<file path="config.mk">
export PLATFORM = sky130hd
export DESIGN_NAME = str_front
export DESIGN_NICKNAME = d
export VERILOG_FILES = /design/src/rtl/sensor_timestamp_reconstructor_core_macros.svh /design/src/rtl/str_pkg.sv /design/src/rtl/str_front.sv
export SDC_FILE = /design/constraint.sdc
export NUM_CORES = 1
export LEC_CHECK = 0
export BUFFER_PORTS_ARGS = -buffer_cell sky130_fd_sc_hd__buf_2
export CAP_MARGIN = 20
export CELL_PAD_IN_SITES_DETAIL_PLACEMENT = 2
export CELL_PAD_IN_SITES_GLOBAL_PLACEMENT = 2
export CORE_AREA = 2 2 179 181
export DETAILED_ROUTE_END_ITERATION = 16
export DIE_AREA = 0 0 181 183
export GPL_TIMING_DRIVEN = 1
export PLACE_DENSITY_LB_ADDON = 0.1
export SYNTH_ARGS = -nofsm -noshare
export SYNTH_HDL_FRONTEND = slang
export SYNTH_SLANG_ARGS = --single-unit
</file>
<file path="constraint.sdc">
create_clock -name vclk -period 1.8
set_input_delay 0.18 -clock vclk [all_inputs]
set_output_delay 0.18 -clock vclk [all_outputs]
set_load 0.05 [all_outputs]
</file>
<file path="src/rtl/sensor_timestamp_reconstructor_core_macros.svh">
// Assertion macros for the timestamp reconstructor
`ifndef SENSOR_TIMESTAMP_RECONSTRUCTOR_CORE_MACROS_SVH
`define SENSOR_TIMESTAMP_RECONSTRUCTOR_CORE_MACROS_SVH
// implication checked every cycle outside reset
`define STR_ASSERT_IMPL(label, clk, rst, ante, cons, msg) \
  label: assert property (@(posedge clk) disable iff (rst) (ante) |-> (cons)) else $error(msg);
// implication whose consequent is checked in the cycle after the antecedent
`define STR_ASSERT_NEXT(label, clk, rst, ante, cons, msg) \
  label: assert property (@(posedge clk) disable iff (rst) (ante) |=> (cons)) else $error(msg);
`endif

</file>
<file path="src/rtl/str_pkg.sv">
// Shared types and constants for the timestamp reconstructor
`timescale 1ns / 1ps
package str_pkg;
  localparam logic [15:0] FMT_SPLIT = 16'hEEEE;
  localparam logic [15:0] FMT_READ  = 16'hFFFF;
  localparam logic [63:0] GYRO_RESET = 64'd5000000;

  localparam logic [1:0] SRC_RAW   = 2'd0;
  localparam logic [1:0] SRC_SPLIT = 2'd1;
  localparam logic [1:0] SRC_RING  = 2'd2;

  localparam logic [1:0] ST_OK       = 2'd0;
  localparam logic [1:0] ST_BAD_IDX  = 2'd1;
  localparam logic [1:0] ST_BAD_FMT  = 2'd2;
  localparam logic [1:0] ST_ZERO_CNT = 2'd3;

  typedef enum logic [1:0] {
    CMD_STORE,
    CMD_RAW,
    CMD_SPLIT,
    CMD_READ
  } cmd_t;

  typedef struct packed {
    cmd_t        cmd;
    logic [1:0]  status;
    logic [63:0] word;
    logic [63:0] now;
    logic [31:0] idx;
    logic [15:0] cnt;
    logic [7:0]  fstart;
    logic [63:0] sval;
  } req_t;

  typedef struct packed {
    logic [63:0] event_time;
    logic [1:0]  source;
    logic [1:0]  status;
    logic        clamped;
  } res_t;

  typedef enum logic [3:0] {
    S_IDLE,
    S_RD,
    S_RD_WAIT,
    S_CHECK,
    S_DIV,
    S_MUL,
    S_ADD,
    S_FILL_RD,
    S_FILL_WAIT,
    S_FILL_WR,
    S_FINAL_RD,
    S_FINAL_WAIT,
    S_OUT
  } bstate_t;
endpackage

</file>
<file path="src/rtl/str_front.sv">
// Front end: classifies requests into commands for the back end
`timescale 1ns / 1ps
module str_front
  import str_pkg::*;
#(
  parameter int RING_SIZE = 32
) (
  input  logic        operation,
  input  logic        msg_kind,
  input  logic [63:0] frame_word,
  input  logic [63:0] now_time,
  input  logic [4:0]  fill_start,
  input  logic [4:0]  store_index,
  input  logic [63:0] store_value,
  output req_t        req
);
  logic [31:0] idx;
  logic [15:0] fmt;
  logic        fmt_ok;
  logic [7:0]  fs_tab [32];

  // fill start folded into the ring, one entry per fill_start value
  for (genvar g = 0; g < 32; g++) begin : g_fs
    assign fs_tab[g] = 8'(g % RING_SIZE);
  end

  assign idx = frame_word[31:0];
  assign fmt = frame_word[47:32];
  assign fmt_ok = (fmt == FMT_SPLIT) || (fmt == FMT_READ);

  always_comb begin
    req.word   = frame_word;
    req.now    = now_time;
    req.idx    = idx;
    req.cnt    = frame_word[63:48];
    req.fstart = fs_tab[fill_start];
    req.sval   = store_value;
    req.status = ST_OK;
    req.cmd    = CMD_RAW;
    if (!operation) begin
      req.cmd = CMD_STORE;
      req.idx = 32'(store_index);
    end else if (msg_kind) begin
      if (!fmt_ok) begin
        req.status = ST_BAD_FMT;
      end else if (idx >= 32'(RING_SIZE)) begin
        req.status = ST_BAD_IDX;
      end else if (fmt == FMT_SPLIT) begin
        req.cmd = CMD_SPLIT;
      end else begin
        req.cmd = CMD_READ;
      end
    end
  end
endmodule

</file>
* Word level (Yosys, flattened, before mapping)
Memory sizes are Yosys's and may differ from the RTL's.
Index checks and enable logic that the tools add are counted.
** Storage, ports and cells
- Input bits :: 204
- Bits in registers :: 0
- ROM bits :: 256
- Memories :: 1
- Output and inout port bits :: 252
- Word-level logic and storage cells :: 18
** Memories
- (name not given) :: words 32, width 8, read ports 1, clocked after memory_dff 0, write ports 0, RTL line str_front.sv:36 : req.fstart = fs_tab[fill_start];
** Operators by class
- Multiplexer cells :: 11
- Order comparisons :: 2
- Eq/ne operators :: 2
- Reduce and logical (&&, ||, !) cells :: 1
- Bitwise logic cells :: 1
** Operator list (number)
- 16-bit == test (second input constant) :: 2
- 32-bit by 6-bit greater-or-equal comparator with 1-bit output (second input constant) :: 1
- 32-bit 2-to-1 mux :: 1
- 8-bit 2-to-1 mux :: 2
- 2-bit 2-to-1 mux :: 5
- 6-bit greater-or-equal comparator (second input constant) :: 1
- 5-bit inverter with 6-bit output :: 1
- 4-bit 2-to-1 mux :: 1
- 1-bit 2-to-1 mux :: 2
- 1-bit logical OR :: 1

* Depth between registers and ports, before layout
Gate-level depths: netlist (run 1).
- Depth after elaboration :: 6
- Depth in mapped cells :: 4
- Gate-level depth less buffers :: 4

* Worst setup path after synthesis (run 1)
Ideal clock, no wire load.
- Path type :: in2out
- From :: in operation
- To :: out req[249] (netlist bit)
- Slack :: -0.198 ns
- Data arrival time :: 1.818 ns
- Stages :: 4
- Data required time :: 1.620 ns
- Buffers on the path :: 2
- Cells stage by stage :: buf_2 clkbuf_1 inv_1 a211oi_1
** RTL lines
- start: declaration :: RTL line str_front.sv:8 : input logic operation,
- end: declaration :: RTL line str_front.sv:15 : output req_t req

==> results of run 1 <==
==> final timing paths <==
| check | end | start | cells past startpoint | slack, ns |
|---|---|---|---|---|
| hold / removal | req[145] | now_time[25] | 0 | 0.36 |
| setup / recovery | req[248] | frame_word[32] | 6 | 0.08 |
==> synthesized netlist by cell type <==
| library cell | number |
|---|---|
| a211oi_1 | 1 |
| a31oi_1 | 1 |
| and2_1 | 27 |
| buf_2 | 1 |
| buf_4 | 216 |
| clkbuf_1 | 3 |
| conb_1 | 1 |
| inv_1 | 2 |
| mux2_1 | 5 |
| nand2_1 | 2 |
| nand2_2 | 1 |
| nand3_1 | 1 |
| nand4_1 | 4 |
| nand4_2 | 1 |
| nor2_1 | 2 |
| nor2b_1 | 1 |
| nor3_1 | 2 |
| nor3_4 | 1 |
| nor4_1 | 6 |
| or4_4 | 1 |
==> stage by stage <==
step           hold slack (ns)  setup TNS, ns  power [mW]  worst slack [ns]  utilization, %
6_report                0.3600              0      0.6353           0.08393           5.489
5_1_grt                 0.3601              0      0.6685          0.003214           5.489
3_3_place_gp            0.3603       -0.07050      0.6473          -0.07050           5.337
2_1_floorplan           0.5271              0       1.499          0.006094               -
3_5_place_dp            0.3603        -0.1735      0.6394           -0.1412           5.337
4_1_cts                 0.3603              0      0.6446           0.01986           5.425
==> placed cells by master, fill, tap and decap left out, types with 2 or more instances in the layout <==
| master | netlist | final |
|---|---|---|
| buf_2 | 1 | 138 |
| nand2_1 | 2 | 2 |
| nor2_1 | 2 | 2 |
| nor4_2 | 0 | 3 |
| buf_4 | 216 | 8 |
| conb_1 | 1 | 3 |
| and2_1 | 27 | 27 |
| inv_1 | 2 | 2 |
| nor4_1 | 6 | 2 |
| mux2_1 | 5 | 5 |
| nand4_1 | 4 | 4 |
==> what timing repair did <==
item / CTS / global route
hold endpoints to repair: 0 / 0
endpoints found under the setup margin: 2 / 2
cloned: 0 / 0
resized for setup: 5 / 4
==> cell families (layout without fill, tap and decap cells) <==
family / count (synthesis) / count (layout) / share of synthesized area, %
buffers and inverters: 222 / 149 / 80.92
AND/OR/NAND/NOR: 49 / 49 / 15.45
multiplexers: 5 / 5 / 2.769
AO/OA/AOI/OAI: 2 / 2 / 0.6773
other: 1 / 3 / 0.1844
==> layout make-up <==
class / count / share of cell area, %
multi-input cells: 59 / 25.77
well taps: 402 / 29.34
repair buffers: 147 / 44.45
inverters: 2 / 0.4380
==> per-layer routing <==
metal	up-vias	routed length, µm	track usage [%]
li1	514	-	-
met1	561	2191	3.580
met2	204	4495	9.292
met3	46	1522	2.939
met4	0	473	2.407
met5	-	0	0
==> power by group <==
part	leakage [nW]	switching, mW	internal (mW)
clock network	0	0	0
logic	0.785	0.492	0.144
registers	0	0	0
==> impl_metrics.yaml, run 1 <==
worst_setup_path:
  cp.required_ns: 1.62
  cp_max_fo: 3
  crit_path_cell_trace: "buf_2 > or4_4 > nand2_2 > nand4_2 > nor2_1 > buf_2"
  timing.critical_path.buf_inv: 2
  worstSetupEndpointType: "output port"
  path_delay_family: "simple AND/OR/NAND/NOR gates"
  path_common_cell: "buf_2"
  cp-start-kind: "primary input"
  crit_type: "primary input to output port"
  slowest_stage: "or4_4"
  crit_arrival_ns: 1.54
  max_stage_delay_ns: 0.56
drt:
  vias: 1325
  wl_um: 8682
  routedWlPerCell_um: 14.23
  first_iter_violations: 37
  drt_pass1_iterations: 3
  via_per_inst: 2.172
  drc: 0
  drtAntennaViolNets: 0
cells_and_area:
  layout-drive-gt1-share_pct: 75.96
  layout.nets: 414
  nClkBuffers: 0
  multi_input_area_um2: 441.7
  n_sequential_cell: 0
  antennaDiodeCount: 0
  syn_to_final_growth_pct: -15.69
  layout.cells.non_filler: 610
  final_area_um2: 1714
  regArea_um2: 0
  nFillCells: 3817
die:
  io_pins: 456
  die_w_um: 181
  die_area_um2: 33120
  core-area_um2: 31230
  die_h_um: 183
  rows: 65
  initial_core_util_pct: 6.510
outcome:
  status: "completed"
place:
  postPlaceCellArea_um2: 1667
  placed_cells: 610
  gp_congestion: 0.6206
  hpwl_um: 8086
  portBuffers: 139
clock_network:
  post_cts_buffers: 0
  cts-hold-fix-buffers: 0
pwr:
  peakVddDrop_uv: 51.73
  powerDensity_nw_per_um2: 370.6
  power.leakage_nw: 0.7846
timing:
  fmax_mhz: 582.7
  slew_viol_final: 0
  finalSetupViolCount: 0
  hold_violations: 0
  grt_setup_unrepaired: "no"
  post-route-period-util_pct: 95.34
  period_minus_slack_ns: 1.716
synthesis:
  netlist_instances: 279
  yosysWarnings: 0
  yosysTopAreaCellShare_pct: 79.75
  synth_area_leaders: "buf_4 80%, and2_1 8.3%, mux2_1 2.8%, nor4_1 1.8%, nand4_1 1.2%"
  synth_cell_types: 20
  avgSynthCellArea_um2: 7.287
  yosysTopAreaCell: "buf_4"
  ys_seq_area_share_pct: 0
  synthesis.area_um2: 2033
global_routing:
  grt_max_degree: 22
  track_usage_pct: 4.760
  antenna_found_initial: 0
  grt_pass1_vias: 1356
  grt_first_pass_wirelength_um: 11360
  grt-ovfl-total: 0
flow_run:
  cap_violations: 0
min_path:
  holdCritPathClass: "primary input to output port"
Note: power is estimated with default switching activity, not from simulation.
==> run 2: changes to the inputs <==
--- a/config.mk
+++ b/config.mk
@@ -9,9 +9,9 @@
 export CAP_MARGIN = 20
 export CELL_PAD_IN_SITES_DETAIL_PLACEMENT = 2
 export CELL_PAD_IN_SITES_GLOBAL_PLACEMENT = 2
-export CORE_AREA = 2 2 179 181
+export CORE_AREA = 8 8 170 172
 export DETAILED_ROUTE_END_ITERATION = 16
-export DIE_AREA = 0 0 181 183
+export DIE_AREA = 0 0 178 180
 export GPL_TIMING_DRIVEN = 1
 export PLACE_DENSITY_LB_ADDON = 0.1
 export SYNTH_ARGS = -nofsm -noshare
==> run 2 against run 1 <==
Net effect: die area is 3.3% lower; largest power group unchanged; critical path depth stayed put; critical endpoint unchanged; routed wire length is 2.5% higher; critical path type unchanged.
==> impl_metrics.yaml, run 2 (synthesized netlist as in run 1, its figures left out) <==
outcome:
  status: "completed"
worst_setup_path:
  cp.required_ns: 1.62
  slowest_stage: "or4_4"
  path_common_cell: "buf_2"
  timing.critical_path.buf_inv: 2
  crit_path_cell_trace: "buf_2 > or4_4 > nand2_2 > nand4_2 > nor2_1 > buf_2"
  max_stage_delay_ns: 0.55
  worstSetupEndpointType: "output port"
  cp_max_fo: 3
  cp-start-kind: "primary input"
  path_delay_family: "simple AND/OR/NAND/NOR gates"
  crit_type: "primary input to output port"
  crit_arrival_ns: 1.54
global_routing:
  grt_max_degree: 30
  grt-ovfl-total: 0
  grt_pass1_vias: 1433
  grt_first_pass_wirelength_um: 11370
  antenna_found_initial: 1
  track_usage_pct: 4.822
die:
  io_pins: 456
  initial_core_util_pct: 7.716
  rows: 60
  core-area_um2: 26350
  die_w_um: 178
  die_area_um2: 32040
  die_h_um: 180
cells_and_area:
  n_sequential_cell: 0
  syn_to_final_growth_pct: -18.28
  layout_common_cells: "138 x buf_2, 27 x and2_1, 5 x mux2_1, 4 x nand4_1"
  layout-drive-gt1-share_pct: 76.35
  antennaDiodeCount: 0
  layout.nets: 409
  nClkBuffers: 0
  regArea_um2: 0
  final_common_cell: "buf_2"
timing:
  slew_viol_final: 0
  finalSetupViolCount: 0
  grt_setup_unrepaired: "no"
  post-route-period-util_pct: 95.28
  period_minus_slack_ns: 1.715
  hold_violations: 0
  fmax_mhz: 583.1
  fin_ws_ns: 0.08500
pwr:
  peakVddDrop_uv: 70.32
  total_power_uw: 640.5
  power.leakage_nw: 0.7862
  powerDensity_nw_per_um2: 385.5
drt:
  routedWlPerCell_um: 16.35
  drc: 0
  wl_um: 8895
  first_iter_violations: 9
  drt_pass1_iterations: 3
  drtAntennaViolNets: 0
  via_per_inst: 2.270
  vias: 1235
place:
  dpl_worst_slack_ns: -0.4082
  hpwl_um: 8183
  gp_congestion: 0.5844
  portBuffers: 139
min_path:
  holdCritPathClass: "primary input to output port"
flow_run:
  cap_violations: 0
clock_network:
  cts-hold-fix-buffers: 0
-- run 2: changes by cell type in the layout (fill, tap and decap cells not counted), sizes merged --
cell  previous run  this run
buf            147       142
-- run 2: per-layer routing --
layer  up-vias  track usage (%)  wire [µm]
li1        499                -          -
met1       514            3.502       2158
met2       164            8.641       4405
met3        56            3.688       1802
met4         2            2.802        520
met5         -                0          8
-- run 2: where the power goes --
part / leakage (nW) / switching [mW] / total (mW) / internal [mW]
Sequential: 0 / 0 / 0 / 0
Combinational: 0.786 / 0.498 / 0.640 / 0.142
Clock: 0 / 0 / 0 / 0
Total: 0.786 / 0.498 / 0.640 / 0.142
-- run 2: per-stage QoR --
stage	setup TNS (ns)	instances	cell area [µm²]	hold slack [ns]	util (%)
final	0	544	1662	0.3600	6.306
after global routing	0	544	1662	0.3601	6.306
after CTS	0	544	1628	0.3603	6.178
after detailed placement	-0.9501	544	1580	0.3603	5.997
after global placement	-0.8957	544	1580	0.3603	5.997
after floorplan	0	281	2046	0.5271	-
-- run 2: worst paths after layout --
path,slack [ns],cells past startpoint,endpoint,start
max,0.08,6,req[248],frame_word[32]
min,0.36,0,req[0],store_value[0]
-- run 2: area by class of cell --
cell class | instances | area (µm²)
Fill cell | 3174 | 24690
Timing Repair Buffer | 142 | 745.7
Multi-Input combinational cell | 59 | 481.7
Tap cell | 341 | 426.7
Inverter | 2 | 7.507
-- run 2: repair_timing --
action,4_1_cts,5_1_grt
buffers inserted,0,0
setup endpoints to repair,3,3
pin swaps,2,3
resized for setup,8,5
==> run 3: changes to the inputs <==
==> constraint.sdc (replaced) <==
create_clock -name vclk -period 1.7
set_input_delay 0.17 -clock vclk [all_inputs]
set_output_delay 0.17 -clock vclk [all_outputs]
set_load 0.05 [all_outputs]
==> run 3 against run 2 <==
Net effect: die area unchanged; final cell count grew 0.74%; clock-buffer cell count did not move; total power up 6.4%; largest power group unchanged.
==> impl_metrics.yaml, run 3 (synthesized netlist as in run 1, its figures left out) <==
drt:
  drc: 0
  vias: 1280
  drt_pass1_iterations: 4
  first_iter_violations: 9
  routedWlPerCell_um: 15.61
  via_per_inst: 2.336
  drtAntennaViolNets: 0
  wl_um: 8552
worst_setup_path:
  crit_arrival_ns: 1.45
  cp.required_ns: 1.53
  cp_max_fo: 3
  worstSetupEndpointType: "output port"
  cp-start-kind: "primary input"
  crit_type: "primary input to output port"
cells_and_area:
  final_area_um2: 1673
  regArea_um2: 0
  post-route-util_pct: 6.349
  layout.cells.non_filler: 548
  final_common_cell: "buf_2"
  syn_to_final_growth_pct: -17.72
  layout-drive-gt1-share_pct: 76.33
  layout.nets: 413
  n_sequential_cell: 0
  nClkBuffers: 0
  antennaDiodeCount: 0
  layout_common_cells: "136 x buf_2, 27 x and2_1, 8 x buf_4, 5 x mux2_1, 4 x nand4_1"
outcome:
  status: "completed"
timing:
  hold_violations: 0
  slew_viol_final: 0
  fmax_mhz: 618.5
  tns_ns: 0
  grt_setup_unrepaired: "no"
  finalSetupViolCount: 0
  post-route-period-util_pct: 95.10
  period_minus_slack_ns: 1.617
clock_network:
  cts-hold-fix-buffers: 0
  post_cts_buffers: 0
min_path:
  holdCritPathClass: "primary input to output port"
global_routing:
  grt_first_pass_wirelength_um: 11000
  grt_pass1_vias: 1464
  track_usage_pct: 4.613
  grt_max_degree: 19
  antenna_found_initial: 1
  grt-ovfl-total: 0
die:
  io_pins: 456
  die_area_um2: 32040
  rows: 60
  die_h_um: 180
  core-area_um2: 26350
  initial_core_util_pct: 7.716
  die_w_um: 178
pwr:
  total_power_uw: 681.4
  peakVddDrop_uv: 75.55
  powerDensity_nw_per_um2: 407.3
  power.leakage_nw: 0.7875
flow_run:
  cap_violations: 0
place:
  hpwl_um: 7831
  postPlaceCellArea_um2: 1615
  gp_congestion: 0.5989
  placed_cells: 548
  portBuffers: 139
==> run 3: cell types whose count changed in the layout (fill, tap and decap cells not counted), sizes merged <==
cell | previous run | this run
buf | 142 | 146
==> run 3: area by class of cell <==
type | instances | area (µm²)
Tap cell | 341 | 426.7
Multi-Input combinational cell | 59 | 457.9
Fill cell | 3175 | 24680
Timing Repair Buffer | 146 | 780.7
Inverter | 2 | 7.507
==> run 3: metal layers <==
| metal | wire [µm] | GRT usage, % | up-vias |
|---|---|---|---|
| li1 | - | - | 506 |
| met2 | 4448 | 8.946 | 153 |
| met1 | 2139 | 3.316 | 548 |
| met5 | 0 | 0 | - |
| met4 | 546 | 3.002 | 0 |
| met3 | 1418 | 2.452 | 73 |
==> run 3: path summary, 6_finish.rpt <==
path / start / to / slack [ns] / cells after the start
setup / recovery: frame_word[32] / req[248] / 0.08 / 6
hold / removal: now_time[24] / req[144] / 0.34 / 0
==> run 3: stage by stage <==
stage | setup WS (ns) | hold WS (ns)
finish | 0.08331 | 0.3400
global route | 0.01739 | 0.3401
CTS | 0.01410 | 0.3403
detailed placement | -0.2261 | 0.3403
global placement | -0.2436 | 0.3403
floorplan | 0.05546 | 0.5071
==> run 3: report_power, final <==
part / total [mW] / internal, mW / switching (mW)
Combinational: 0.681 / 0.156 / 0.525
Sequential: 0 / 0 / 0
Clock: 0 / 0 / 0
==> run 3: timing repair <==
item | in CTS | in global routing
gates resized for setup | 9 | 1
setup endpoints to repair | 3 | 2
pin swaps | 1 | 2
==> run 3: worst max-delay path, stage by stage <==
cell	delay, ns
buf_2	0.12
or4_4	0.54
nand2_2	0.10
nand4_2	0.16
nor2_2	0.15
buf_4	0.21
