$ cat config.mk
export PLATFORM = sky130hd
export DESIGN_NAME = str_fifo
export DESIGN_NICKNAME = d
export VERILOG_FILES = /design/src/rtl/str_pkg.sv /design/src/rtl/str_fifo.sv
export VERILOG_INCLUDE_DIRS = /design/src /design/src/rtl
export SDC_FILE = /design/constraint.sdc
export NUM_CORES = 1
export LEC_CHECK = 0
export ABC_CLOCK_PERIOD_IN_PS = 19500
export BUFFER_PORTS_ARGS = -buffer_cell sky130_fd_sc_hd__buf_2
export CAP_MARGIN = 20
export CORE_AREA = 2 2 200 202
export CTS_CLUSTER_DIAMETER = 200
export CTS_CLUSTER_SIZE = 28
export DETAILED_ROUTE_END_ITERATION = 16
export DIE_AREA = 0 0 202 204
export PLACE_DENSITY = 0.73
export SLEW_MARGIN = 20
export SYNTH_ARGS = -nofsm -noshare
export SYNTH_HDL_FRONTEND = slang
export SYNTH_SLANG_ARGS = --single-unit
$ cat constraint.sdc
create_clock -name clk -period 19.5 [get_ports clk]
set_clock_uncertainty 0.1 [all_clocks]
set_input_delay 3.9 -clock clk [delete_from_list [all_inputs] [get_ports clk]]
set_output_delay 3.9 -clock clk [all_outputs]
set_load 0.1 [all_outputs]
$ cat src/rtl/sensor_timestamp_reconstructor_core_macros.svh
// Assertion macros for the timestamp reconstructor
`ifndef SENSOR_TIMESTAMP_RECONSTRUCTOR_CORE_MACROS_SVH
`define SENSOR_TIMESTAMP_RECONSTRUCTOR_CORE_MACROS_SVH
// implication checked every cycle outside reset
`define STR_ASSERT_IMPL(label, clk, rst, ante, cons, msg) \
  label: assert property (@(posedge clk) disable iff (rst) (ante) |-> (cons)) else $error(msg);
// implication whose consequent is checked in the cycle after the antecedent
`define STR_ASSERT_NEXT(label, clk, rst, ante, cons, msg) \
  label: assert property (@(posedge clk) disable iff (rst) (ante) |=> (cons)) else $error(msg);
`endif

$ cat src/rtl/str_pkg.sv
// Shared types and constants for the timestamp reconstructor
`timescale 1ns / 1ps
package str_pkg;
  localparam logic [15:0] FMT_SPLIT = 16'hEEEE;
  localparam logic [15:0] FMT_READ  = 16'hFFFF;
  localparam logic [63:0] GYRO_RESET = 64'd5000000;

  localparam logic [1:0] SRC_RAW   = 2'd0;
  localparam logic [1:0] SRC_SPLIT = 2'd1;
  localparam logic [1:0] SRC_RING  = 2'd2;

  localparam logic [1:0] ST_OK       = 2'd0;
  localparam logic [1:0] ST_BAD_IDX  = 2'd1;
  localparam logic [1:0] ST_BAD_FMT  = 2'd2;
  localparam logic [1:0] ST_ZERO_CNT = 2'd3;

  typedef enum logic [1:0] {
    CMD_STORE,
    CMD_RAW,
    CMD_SPLIT,
    CMD_READ
  } cmd_t;

  typedef struct packed {
    cmd_t        cmd;
    logic [1:0]  status;
    logic [63:0] word;
    logic [63:0] now;
    logic [31:0] idx;
    logic [15:0] cnt;
    logic [7:0]  fstart;
    logic [63:0] sval;
  } req_t;

  typedef struct packed {
    logic [63:0] event_time;
    logic [1:0]  source;
    logic [1:0]  status;
    logic        clamped;
  } res_t;

  typedef enum logic [3:0] {
    S_IDLE,
    S_RD,
    S_RD_WAIT,
    S_CHECK,
    S_DIV,
    S_MUL,
    S_ADD,
    S_FILL_RD,
    S_FILL_WAIT,
    S_FILL_WR,
    S_FINAL_RD,
    S_FINAL_WAIT,
    S_OUT
  } bstate_t;
endpackage

$ cat src/rtl/str_fifo.sv
// Small request queue between front and back end
`timescale 1ns / 1ps
module str_fifo
  import str_pkg::*;
(
  input  logic clk,
  input  logic rst,
  input  logic wr,
  input  req_t wdata,
  output logic full,
  input  logic rd,
  output req_t rdata,
  output logic empty
);
  req_t        mem [2];
  logic        wptr;
  logic        rptr;
  logic [1:0]  count;

  assign full  = count == 2'd2;
  assign empty = count == 2'd0;
  assign rdata = mem[rptr];

  always_ff @(posedge clk) begin
    if (wr && !full) begin
      mem[wptr] <= wdata;
    end
  end

  always_ff @(posedge clk) begin
    if (rst) begin
      wptr  <= 1'b0;
      rptr  <= 1'b0;
      count <= 2'd0;
    end else begin
      if (wr && !full) wptr <= ~wptr;
      if (rd && !empty) rptr <= ~rptr;
      count <= count + 2'(wr && !full) - 2'(rd && !empty);
    end
  end

  `include "sensor_timestamp_reconstructor_core_macros.svh"
  `STR_ASSERT_IMPL(a_no_over, clk, rst, full, !(count > 2'd2), "fifo count overflow")
  `STR_ASSERT_NEXT(a_push_cnt, clk, rst, wr && !full && !rd, count != 2'd0, "push lost")
  `STR_ASSERT_IMPL(a_ptrs, clk, rst, count == 2'd0 || count == 2'd2, wptr == rptr, "ptr mismatch")
endmodule

[Word-level counts from Yosys, hierarchy flattened]
Memories as Yosys holds them, arrays and structs flattened. A register that Yosys moved wholly into a read port is not among the register bits.
Cells that the tools add are included.
Cells by class
  $add $sub $neg: 2
  equal/unequal tests: 1
  mux-type cells: 4
  bitwise gates (word level): 2
  reductions and logical operators: 5
Operator list (count)
  1-bit 2-to-1 mux: 4
  2-bit by 1-bit adder with 2-bit output: 1
  2-bit == test, second input constant: 1
  1-bit logical AND: 2
  1-bit logical NOT: 2
  2-bit logical NOT: 1
  1-bit NOT: 2
  2-bit by 1-bit subtractor with 2-bit output: 1
Word-level totals
  register bits: 4
  bits in writable memories: 504
  output and inout port bits: 254
  logic and storage cells: 18
  memories kept: 1
Memory list
  mem: words 2, width 252, read ports 1, clocked after Yosys merged registers in 1, wr ports 1, RTL line str_fifo.sv:15  | req_t mem [2];

[Longest topological paths before layout]
Gate-level depths: netlist of the first run.
  word-level depth: 5
  mapped depth: 8
  gate-level depth less buffers: 8

[Least setup slack after synthesis of the first run]
OpenSTA, ideal clock, no wires.
  path kind: input -> register
  start: in wr
  end: mem mem[1][0] (netlist name) (enable)
  data arrival time: 9.691 ns
  required time: 18.754 ns
  setup slack: 9.063 ns
  stages: 1
  path buffers: 0
  cells stage by stage: and3_1
Between the ends
  longest elaborated chain between the ends: 3
RTL lines
  from (decl): RTL line str_fifo.sv:8  | input logic wr,
  1-bit logical AND: RTL line str_fifo.sv:25  | if (wr && !full) begin
  1-bit 2-to-1 mux: RTL line str_fifo.sv:25
  1-bit 2-to-1 mux (implied by the code): RTL line str_fifo.sv:26  | mem[wptr] <= wdata;
  to (decl): RTL line str_fifo.sv:15
No other way between the ends.

==> results.json, run 1 <==
{
  "seqCellArea_mm2": 0.01524,
  "num_vias": 9280,
  "reg2reg_depth": 6,
  "cts_tree": "done",
  "port_buffers": 509,
  "fin_crit_ns": 7.782,
  "cp_top_family": "buffers and inverters",
  "wirelength_um": 37440,
  "pin_count": 510,
  "path_cells": "buf_4, buf_4, mux2_2, buf_2",
  "wl_per_cell_um": 20.07,
  "grt.busiest_layer": "met2",
  "postCtsHoldBufs": 0,
  "fin_crit_sh_pct": 39.91,
  "hpwl_um": 25980,
  "dieHeight_um": 204,
  "synth_warnings": 0,
  "coreArea_mm2": 0.03918,
  "die_x_um": 202,
  "cts_setup_buffers": 0,
  "cts_max_level": 1,
  "nets": 1582,
  "arrival_ns": 3.78,
  "synthCells": 811,
  "yosys_register_bits": 509,
  "min_to": "wptr",
  "grt_pass1_wl_um": 54470,
  "hold_viol": 0,
  "grt.overflow.total": 0,
  "maxSlewViolCount": 0,
  "drv_cap": 0,
  "start_util_pct": 47.15,
  "rrSetupSlack_ns": 15.55,
  "drive_gt1_share_pct": 59.76,
  "use_met3_pct": 5.198,
  "antenna_found_initial": 6,
  "synth_nets": 1069,
  "cts_resized": 0,
  "r2r-start": "count[0]",
  "grt_util_met2_pct": 30.17,
  "grt_max_degree": 113,
  "tightestPinTransition_ns": 1.075,
  "startpoint_type": "register",
  "row_count": 73,
  "nFillCells": 2969,
  "ys_seq_area_share_pct": 82.47,
  "grt_usage_pct": 17.37,
  "syn2layout_area_growth_pct": 19.84,
  "reg2reg_to": "mem[0][172]",
  "ant_nets": 0,
  "status": "complete, no violations",
  "critPathSlowestCell": "buf_4",
  "min_path_type": "register to register",
  "end_kind": "output pin",
  "clockBufferDepth": 3,
  "setup_tns_ns": 0,
  "required_ns": 15.50,
  "drc": 0,
  "gp_congestion": 0.7788,
  "setup_viol": 0,
  "cp_max_fo": 79,
  "cp_slowest_stage_delay_ns": 0.89,
  "worst-setup-path-type": "register to output pin",
  "clkLatencyLatePin_ns": 0.55,
  "die-area_mm2": 0.04121,
  "met1_usage_pct": 20.88,
  "clock_sinks": 509,
  "max_freq_ghz": 0.1285,
  "first_pass_iters": 4,
  "dr.first_iter.drc_count": 505,
  "viasPerCell": 4.976,
  "hold_depth": 2,
  "min_from": "wptr",
  "rsz0062_at_grt": "no",
  "multi_input_area_mm2": 0.002958,
  "grt_pass1_vias": 9559,
  "cts_buffers": 22,
  "crit_top_cell": "buf_4",
  "syn-cell-area_mm2": 0.01847,
  "cts_root_buffer": "clkbuf_16",
  "synth_area_per_cell_um2": 22.78,
  "cp.buffers_inverters": 3,
  "slew_headroom_pct": 28.36,
  "path_clk_slew_ns": 0.10,
  "ys_types": 20
}
==> per-stage QoR <==
stage | util [%] | instances | area (um2) | hold slack, ns | setup slack, ns
floorplan | - | 811 | 18470 | 0.3518 | 9.063
global placement | 54.83 | 1825 | 21480 | 0.3850 | 12.01
detailed placement | 54.83 | 1825 | 21480 | 0.3949 | 12.04
CTS | 56.45 | 1857 | 22120 | 0.4158 | 11.64
global route | 56.47 | 1860 | 22130 | 0.4618 | 11.47
finish | 56.50 | 1865 | 22140 | 0.4169 | 11.72
==> Yosys cell counts <==
cell type / count / area share (%)
and3_1: 1 / 0.034
nor3_1: 1 / 0.027
inv_1: 4 / 0.081
xnor2_1: 1 / 0.047
dfxtp_1: 5 / 0.54
o21ai_0: 1 / 0.027
buf_2: 7 / 0.19
xor2_1: 1 / 0.047
nor2b_1: 1 / 0.034
mux2_2: 252 / 15
nand2b_1: 1 / 0.034
a21oi_1: 1 / 0.027
and2_1: 1 / 0.034
nor2_1: 4 / 0.081
or3_1: 1 / 0.034
ha_1: 2 / 0.14
buf_6: 21 / 1.3
nand2_1: 1 / 0.020
o21a_1: 1 / 0.041
edfxtp_1: 504 / 82
==> area by class of cell <==
class,instances,share of cell area (%)
Antenna cell,8,0.09043
Clock buffer,31,2.735
Clock inverter,1,0.1356
Inverter,4,0.1017
Multi-Input combinational cell,270,13.36
Sequential cell,509,68.83
Tap cell,525,2.967
Timing Repair Buffer,517,11.78
==> state kept, by name, summed over array words and instances (netlist names), named ones only <==
| register | flops |
|---|---|
| count | 2 |
| wptr | 1 |
| mem | 504 |
| rptr | 1 |
==> routing by layer <==
metal  vias up  part of all wire (%)
met1      4600                    37
li1       4241                     -
met2       385                    50
met3        52                   9.9
met5         -                 0.035
met4         2                   2.4
==> placed cells by master, fill, tap and decap left out <==
cell,instances
a21oi_1,1
and2_1,1
and3_4,1
buf_2,509
buf_4,8
clkbuf_1,8
clkbuf_16,23
clkinv_16,1
dfxtp_1,4
dfxtp_4,1
diode_2,8
edfxtp_1,504
ha_1,2
inv_1,3
inv_8,1
mux2_2,252
nand2_1,1
nand2b_1,1
nor2_1,4
nor2b_1,1
nor3_1,1
o21a_1,1
o21ai_0,1
or3_1,1
xnor2_1,1
xor2_1,1
==> cells by family after synthesis <==
logic type               Yosys count  share of synthesized area, %
flip-flops                       509                         82.47
multiplexers                     252                         15.36
buffers and inverters             32                         1.551
AND/OR/NAND/NOR                   11                        0.2980
AO/OA/AOI/OAI                      3                       0.09478
XOR/XNOR                           2                       0.09484
adder cells (fa/ha/maj)            2                        0.1354
==> worst max-delay path by stage <==
stage	endpoint	slack, ns	depth (start not counted)
after floorplan	mem[1][0]	9.06	1
after detailed placement	mem[0][175]	12.04	6
after global routing	rdata[246]	11.47	4
after CTS	rdata[173]	11.64	4
after global placement	mem[0][227]	12.01	6
final	rdata[214]	11.72	4
==> worst min-delay path: cells and delay by family (launching register included) <==
family	cells	cell delay (ns)
DFF	1	0.34
AOI/OAI and AO/OA	2	0.14
Power of run 1 is left out: the tool's default activity adds up to more than one toggle a clock period on the data nets, which glitch-free logic cannot reach.
==> run 2, diff against run 1 <==
ABC_CLOCK_PERIOD_IN_PS = 7150   (was 19500)
CORE_AREA = unset   (was 2 2 200 202)
CORE_MARGIN = 2   (was unset)
CORE_UTILIZATION = 47   (was unset)
DIE_AREA = unset   (was 0 0 202 204)
PLACE_DENSITY = 0.76   (was 0.73)
clock period = 7.15 ns   (was 19.5 ns; I/O delays follow)
==> results.json, run 2 (same netlist as run 1, synthesis figures left out) <==
{
  "cts_tree": "done",
  "antenna_found_initial": 14,
  "worst-setup-path-type": "register to output pin",
  "postCtsHoldBufs": 0,
  "wl_met2_um": 19290,
  "cts_resized": 0,
  "hold_depth": 2,
  "setup_viol": 0,
  "hold_viol": 0,
  "clock_sinks": 509,
  "grt_pass1_wl_um": 55140,
  "cts_root_buffer": "clkbuf_16",
  "critPathSlowestCell": "buf_4",
  "cts_max_level": 1,
  "syn2layout_area_growth_pct": 19.93,
  "cts_setup_buffers": 0,
  "cp_slowest_stage_delay_ns": 0.83,
  "met1_length_um": 13810,
  "fin_crit_sh_pct": 63.70,
  "die-area_mm2": 0.04091,
  "startpoint_type": "register",
  "cp_max_fo": 70,
  "reg2reg_depth": 5,
  "dr.first_iter.drc_count": 506,
  "ant_nets": 0,
  "final_common_cell": "buf_2",
  "cp_top_family": "buffers and inverters",
  "row_count": 72,
  "largest_reg_flops": 504,
  "wl_met3_um": 3637,
  "gp_congestion": 0.7624,
  "drc": 0,
  "cts_buffers": 22,
  "wl_per_cell_um": 20.30,
  "finalInstanceArea_mm2": 0.02216,
  "clockBufferDepth": 3,
  "reg_top3": "mem x504, count x2",
  "viasPerCell": 5.030,
  "drive_gt1_share_pct": 59.73,
  "required_ns": 5.62,
  "arrival_ns": 3.02,
  "largest_register": "mem",
  "path_clk_slew_ns": 0.11,
  "grt_usage_pct": 17.62,
  "port_buffers": 509,
  "grt_max_degree": 135,
  "grt_pass1_vias": 9681,
  "hpwl_um": 26180,
  "wirelength_um": 37690,
  "worst-path-stages": 3,
  "dr.max_layer_used": "met5",
  "maxSlewViolCount": 0,
  "status": "complete, no violations",
  "num_vias": 9341,
  "first_pass_iters": 4,
  "drv_cap": 0,
  "die_x_um": 202.3,
  "clkLatencyLatePin_ns": 0.56,
  "end_kind": "output pin",
  "nFillCells": 2918,
  "fin_crit_ns": 4.555,
  "min_path_type": "register to register",
  "slew_headroom_pct": 32.29,
  "final_cell_mix": "buf_2, edfxtp_1, mux2_2",
  "path_cells": "buf_4, mux2_2, buf_2",
  "multi_input_area_mm2": 0.002958,
  "pin_count": 510,
  "placed_area_mm2": 0.02150,
  "tightestPinTransition_ns": 1.014,
  "start_util_pct": 47.69,
  "max_freq_ghz": 0.2195,
  "grt.overflow.total": 0,
  "nets": 1581,
  "cp.buffers_inverters": 2,
  "dieHeight_um": 202.3,
  "seqCellArea_mm2": 0.01524,
  "coreArea_mm2": 0.03874,
  "setup_tns_ns": 0,
  "whs_ns": 0.4171,
  "rsz0062_at_grt": "no"
}
==> run 2: final cells by class <==
type	instances	area share [%]
tap	518	2.925
clock inverter	1	0.1355
inverter	4	0.08471
antenna	8	0.09035
multi-input combinational	270	13.35
timing repair buffer	516	11.90
clock buffer	31	2.733
sequential	509	68.78
==> run 2: worst reg2reg max path, cell delays in order (launching register included) <==
cell and delay, ns:
dfxtp_1 0.38, nand2b_1 0.23, inv_1 0.10, or3_1 0.37
clkinvlp_4 0.70, buf_4 0.79
==> run 2: routing by layer <==
layer	GRT usage [%]	vias to the layer above
met1	20.39	4657
li1	-	4233
met5	0	-
met4	4.718	12
met3	6.401	58
met2	30.94	381
==> run 2: path summary, 6_finish.rpt <==
path | startpoint | to | slack [ns]
min reg2reg | wptr | wptr | 0.42
min | wptr | wptr | 0.42
max | register | rdata[215] | 2.60
max reg2reg | count[0] | mem[0][101] | 4.05
==> run 2: stage by stage <==
| step | setup slack (ns) | utilization, % | cells |
|---|---|---|---|
| 6_report | 2.595 | 57.20 | 1857 |
| 5_1_grt | 2.385 | 57.19 | 1856 |
| 4_1_cts | 2.511 | 57.14 | 1849 |
| 3_5_place_dp | 3.136 | 55.50 | 1817 |
| 3_3_place_gp | 3.110 | 55.50 | 1817 |
| 2_1_floorplan | 1.278 | - | 811 |
Power of run 2 is left out for the same reason.
==> run 3, diff against run 2 <==
ABC_CLOCK_PERIOD_IN_PS = 3800   (was 7150)
clock period = 3.8 ns   (was 7.15 ns; I/O delays follow)
==> results.json, run 3 (same netlist as run 1, synthesis figures left out) <==
{
  "status": "complete, no violations",
  "grt.overflow.total": 0,
  "hpwl_um": 27680,
  "ant_nets": 0,
  "wirelength_um": 38420,
  "finish.utilization_pct": 57.98,
  "cp_top_family": "flip-flops",
  "final_common_cell": "buf_2",
  "gp_congestion": 0.8028,
  "dieHeight_um": 202.3,
  "fin_crit_ns": 3.277,
  "min_from": "wdata[110]",
  "pin_count": 510,
  "reg_top3": "mem x504, count x2",
  "cts_setup_buffers": 0,
  "min_path_type": "input port to register",
  "antenna_found_initial": 16,
  "num_vias": 9448,
  "grt_max_degree": 97,
  "setup_viol": 0,
  "cts_resized": 0,
  "start_util_pct": 47.69,
  "row_count": 72,
  "max_freq_ghz": 0.3051,
  "cts_root_buffer": "clkbuf_16",
  "required_ns": 2.94,
  "multi_input_area_mm2": 0.002970,
  "largest_register": "mem",
  "slew_headroom_pct": 50.51,
  "grt.busiest_layer": "met2",
  "viasPerCell": 5.012,
  "fin_crit_sh_pct": 86.24,
  "maxSlewViolCount": 0,
  "tightestPinTransition_ns": 0.7423,
  "coreArea_mm2": 0.03874,
  "path_clk_slew_ns": 0.11,
  "end_kind": "output pin",
  "dr.first_iter.drc_count": 509,
  "largest_reg_flops": 504,
  "hold_viol": 0,
  "critPathSlowestCell": "dfxtp_4",
  "finalInstanceArea_mm2": 0.02246,
  "clock_sinks": 509,
  "final_cell_mix": "buf_2, edfxtp_1, mux2_2",
  "cts_buffers": 22,
  "cp_max_fo": 34,
  "setup_tns_ns": 0,
  "seqCellArea_mm2": 0.01524,
  "cts_tree": "done",
  "wl_per_cell_um": 20.38,
  "drc": 0,
  "clockBufferDepth": 3,
  "met1_usage_pct": 21.47,
  "path_cells": "buf_4, mux2_2, buf_2",
  "arrival_ns": 2.42,
  "startpoint_type": "register",
  "clkLatencyLatePin_ns": 0.55,
  "nets": 1604,
  "syn2layout_area_growth_pct": 21.58,
  "worst-setup-path-type": "register to output pin",
  "drive_gt1_share_pct": 60.78,
  "nFillCells": 2893,
  "cp.buffers_inverters": 2,
  "rsz0062_at_grt": "no",
  "die_x_um": 202.3,
  "use_met3_pct": 6.208,
  "grt_pass1_wl_um": 56410,
  "port_buffers": 509,
  "grt_util_met2_pct": 31.67,
  "first_pass_iters": 4,
  "postCtsHoldBufs": 0,
  "cts_max_level": 1,
  "drv_cap": 0,
  "placed_area_mm2": 0.02179,
  "r2r-start": "count[0]",
  "die-area_mm2": 0.04091,
  "whs_ns": 0.2866,
  "grt_usage_pct": 18.09,
  "cp_slowest_stage_delay_ns": 0.74,
  "grt_pass1_vias": 9821
}
## run 3: changes by cell type in the layout (fill, tap and decap cells not counted), sizes merged
cell,before,now
buf,516,539
diode,8,13
clkinvlp,1,2
inv,3,2
## run 3: final cells by class
class,instances,area share (%)
multi-input cells,270,13.22
clock buffers,31,2.696
inverters,4,0.1003
flip-flops and latches,509,67.86
repair buffers,539,12.96
well taps,518,2.886
clock inverters,1,0.1337
diodes,13,0.1448
## run 3: path summary, 6_finish.rpt
| kind | end | slack [ns] | cells after the start |
|---|---|---|---|
| min reg2reg | wptr | 0.42 | 2 |
| min | mem[0][110] | 0.29 | 1 |
| max reg2reg | mem[0][108] | 1.48 | 6 |
| max | rdata[10] | 0.52 | 3 |
## run 3: worst reg2reg max path: cells and delay by family (launching register included)
family | cells | cell delay [ns]
flip-flops | 1 | 0.37
buffers and inverters | 4 | 1.00
AND/OR/NAND/NOR | 2 | 0.53
## run 3: routing by layer
layer  part of all wire, %  vias to the layer above
li1                      -                     4300
met1                    38                     4715
met2                    51                      377
met3                   9.4                       48
met4                   2.1                        8
met5                  0.12                        -
## run 3: through the flow
step / setup WS, ns / cells
4_1_cts: 0.4423 / 1872
3_3_place_gp: 1.103 / 1840
5_1_grt: 0.3865 / 1879
2_1_floorplan: -1.472 / 811
6_report: 0.5227 / 1885
3_5_place_dp: 1.064 / 1840
Power of run 3 is left out for the same reason.
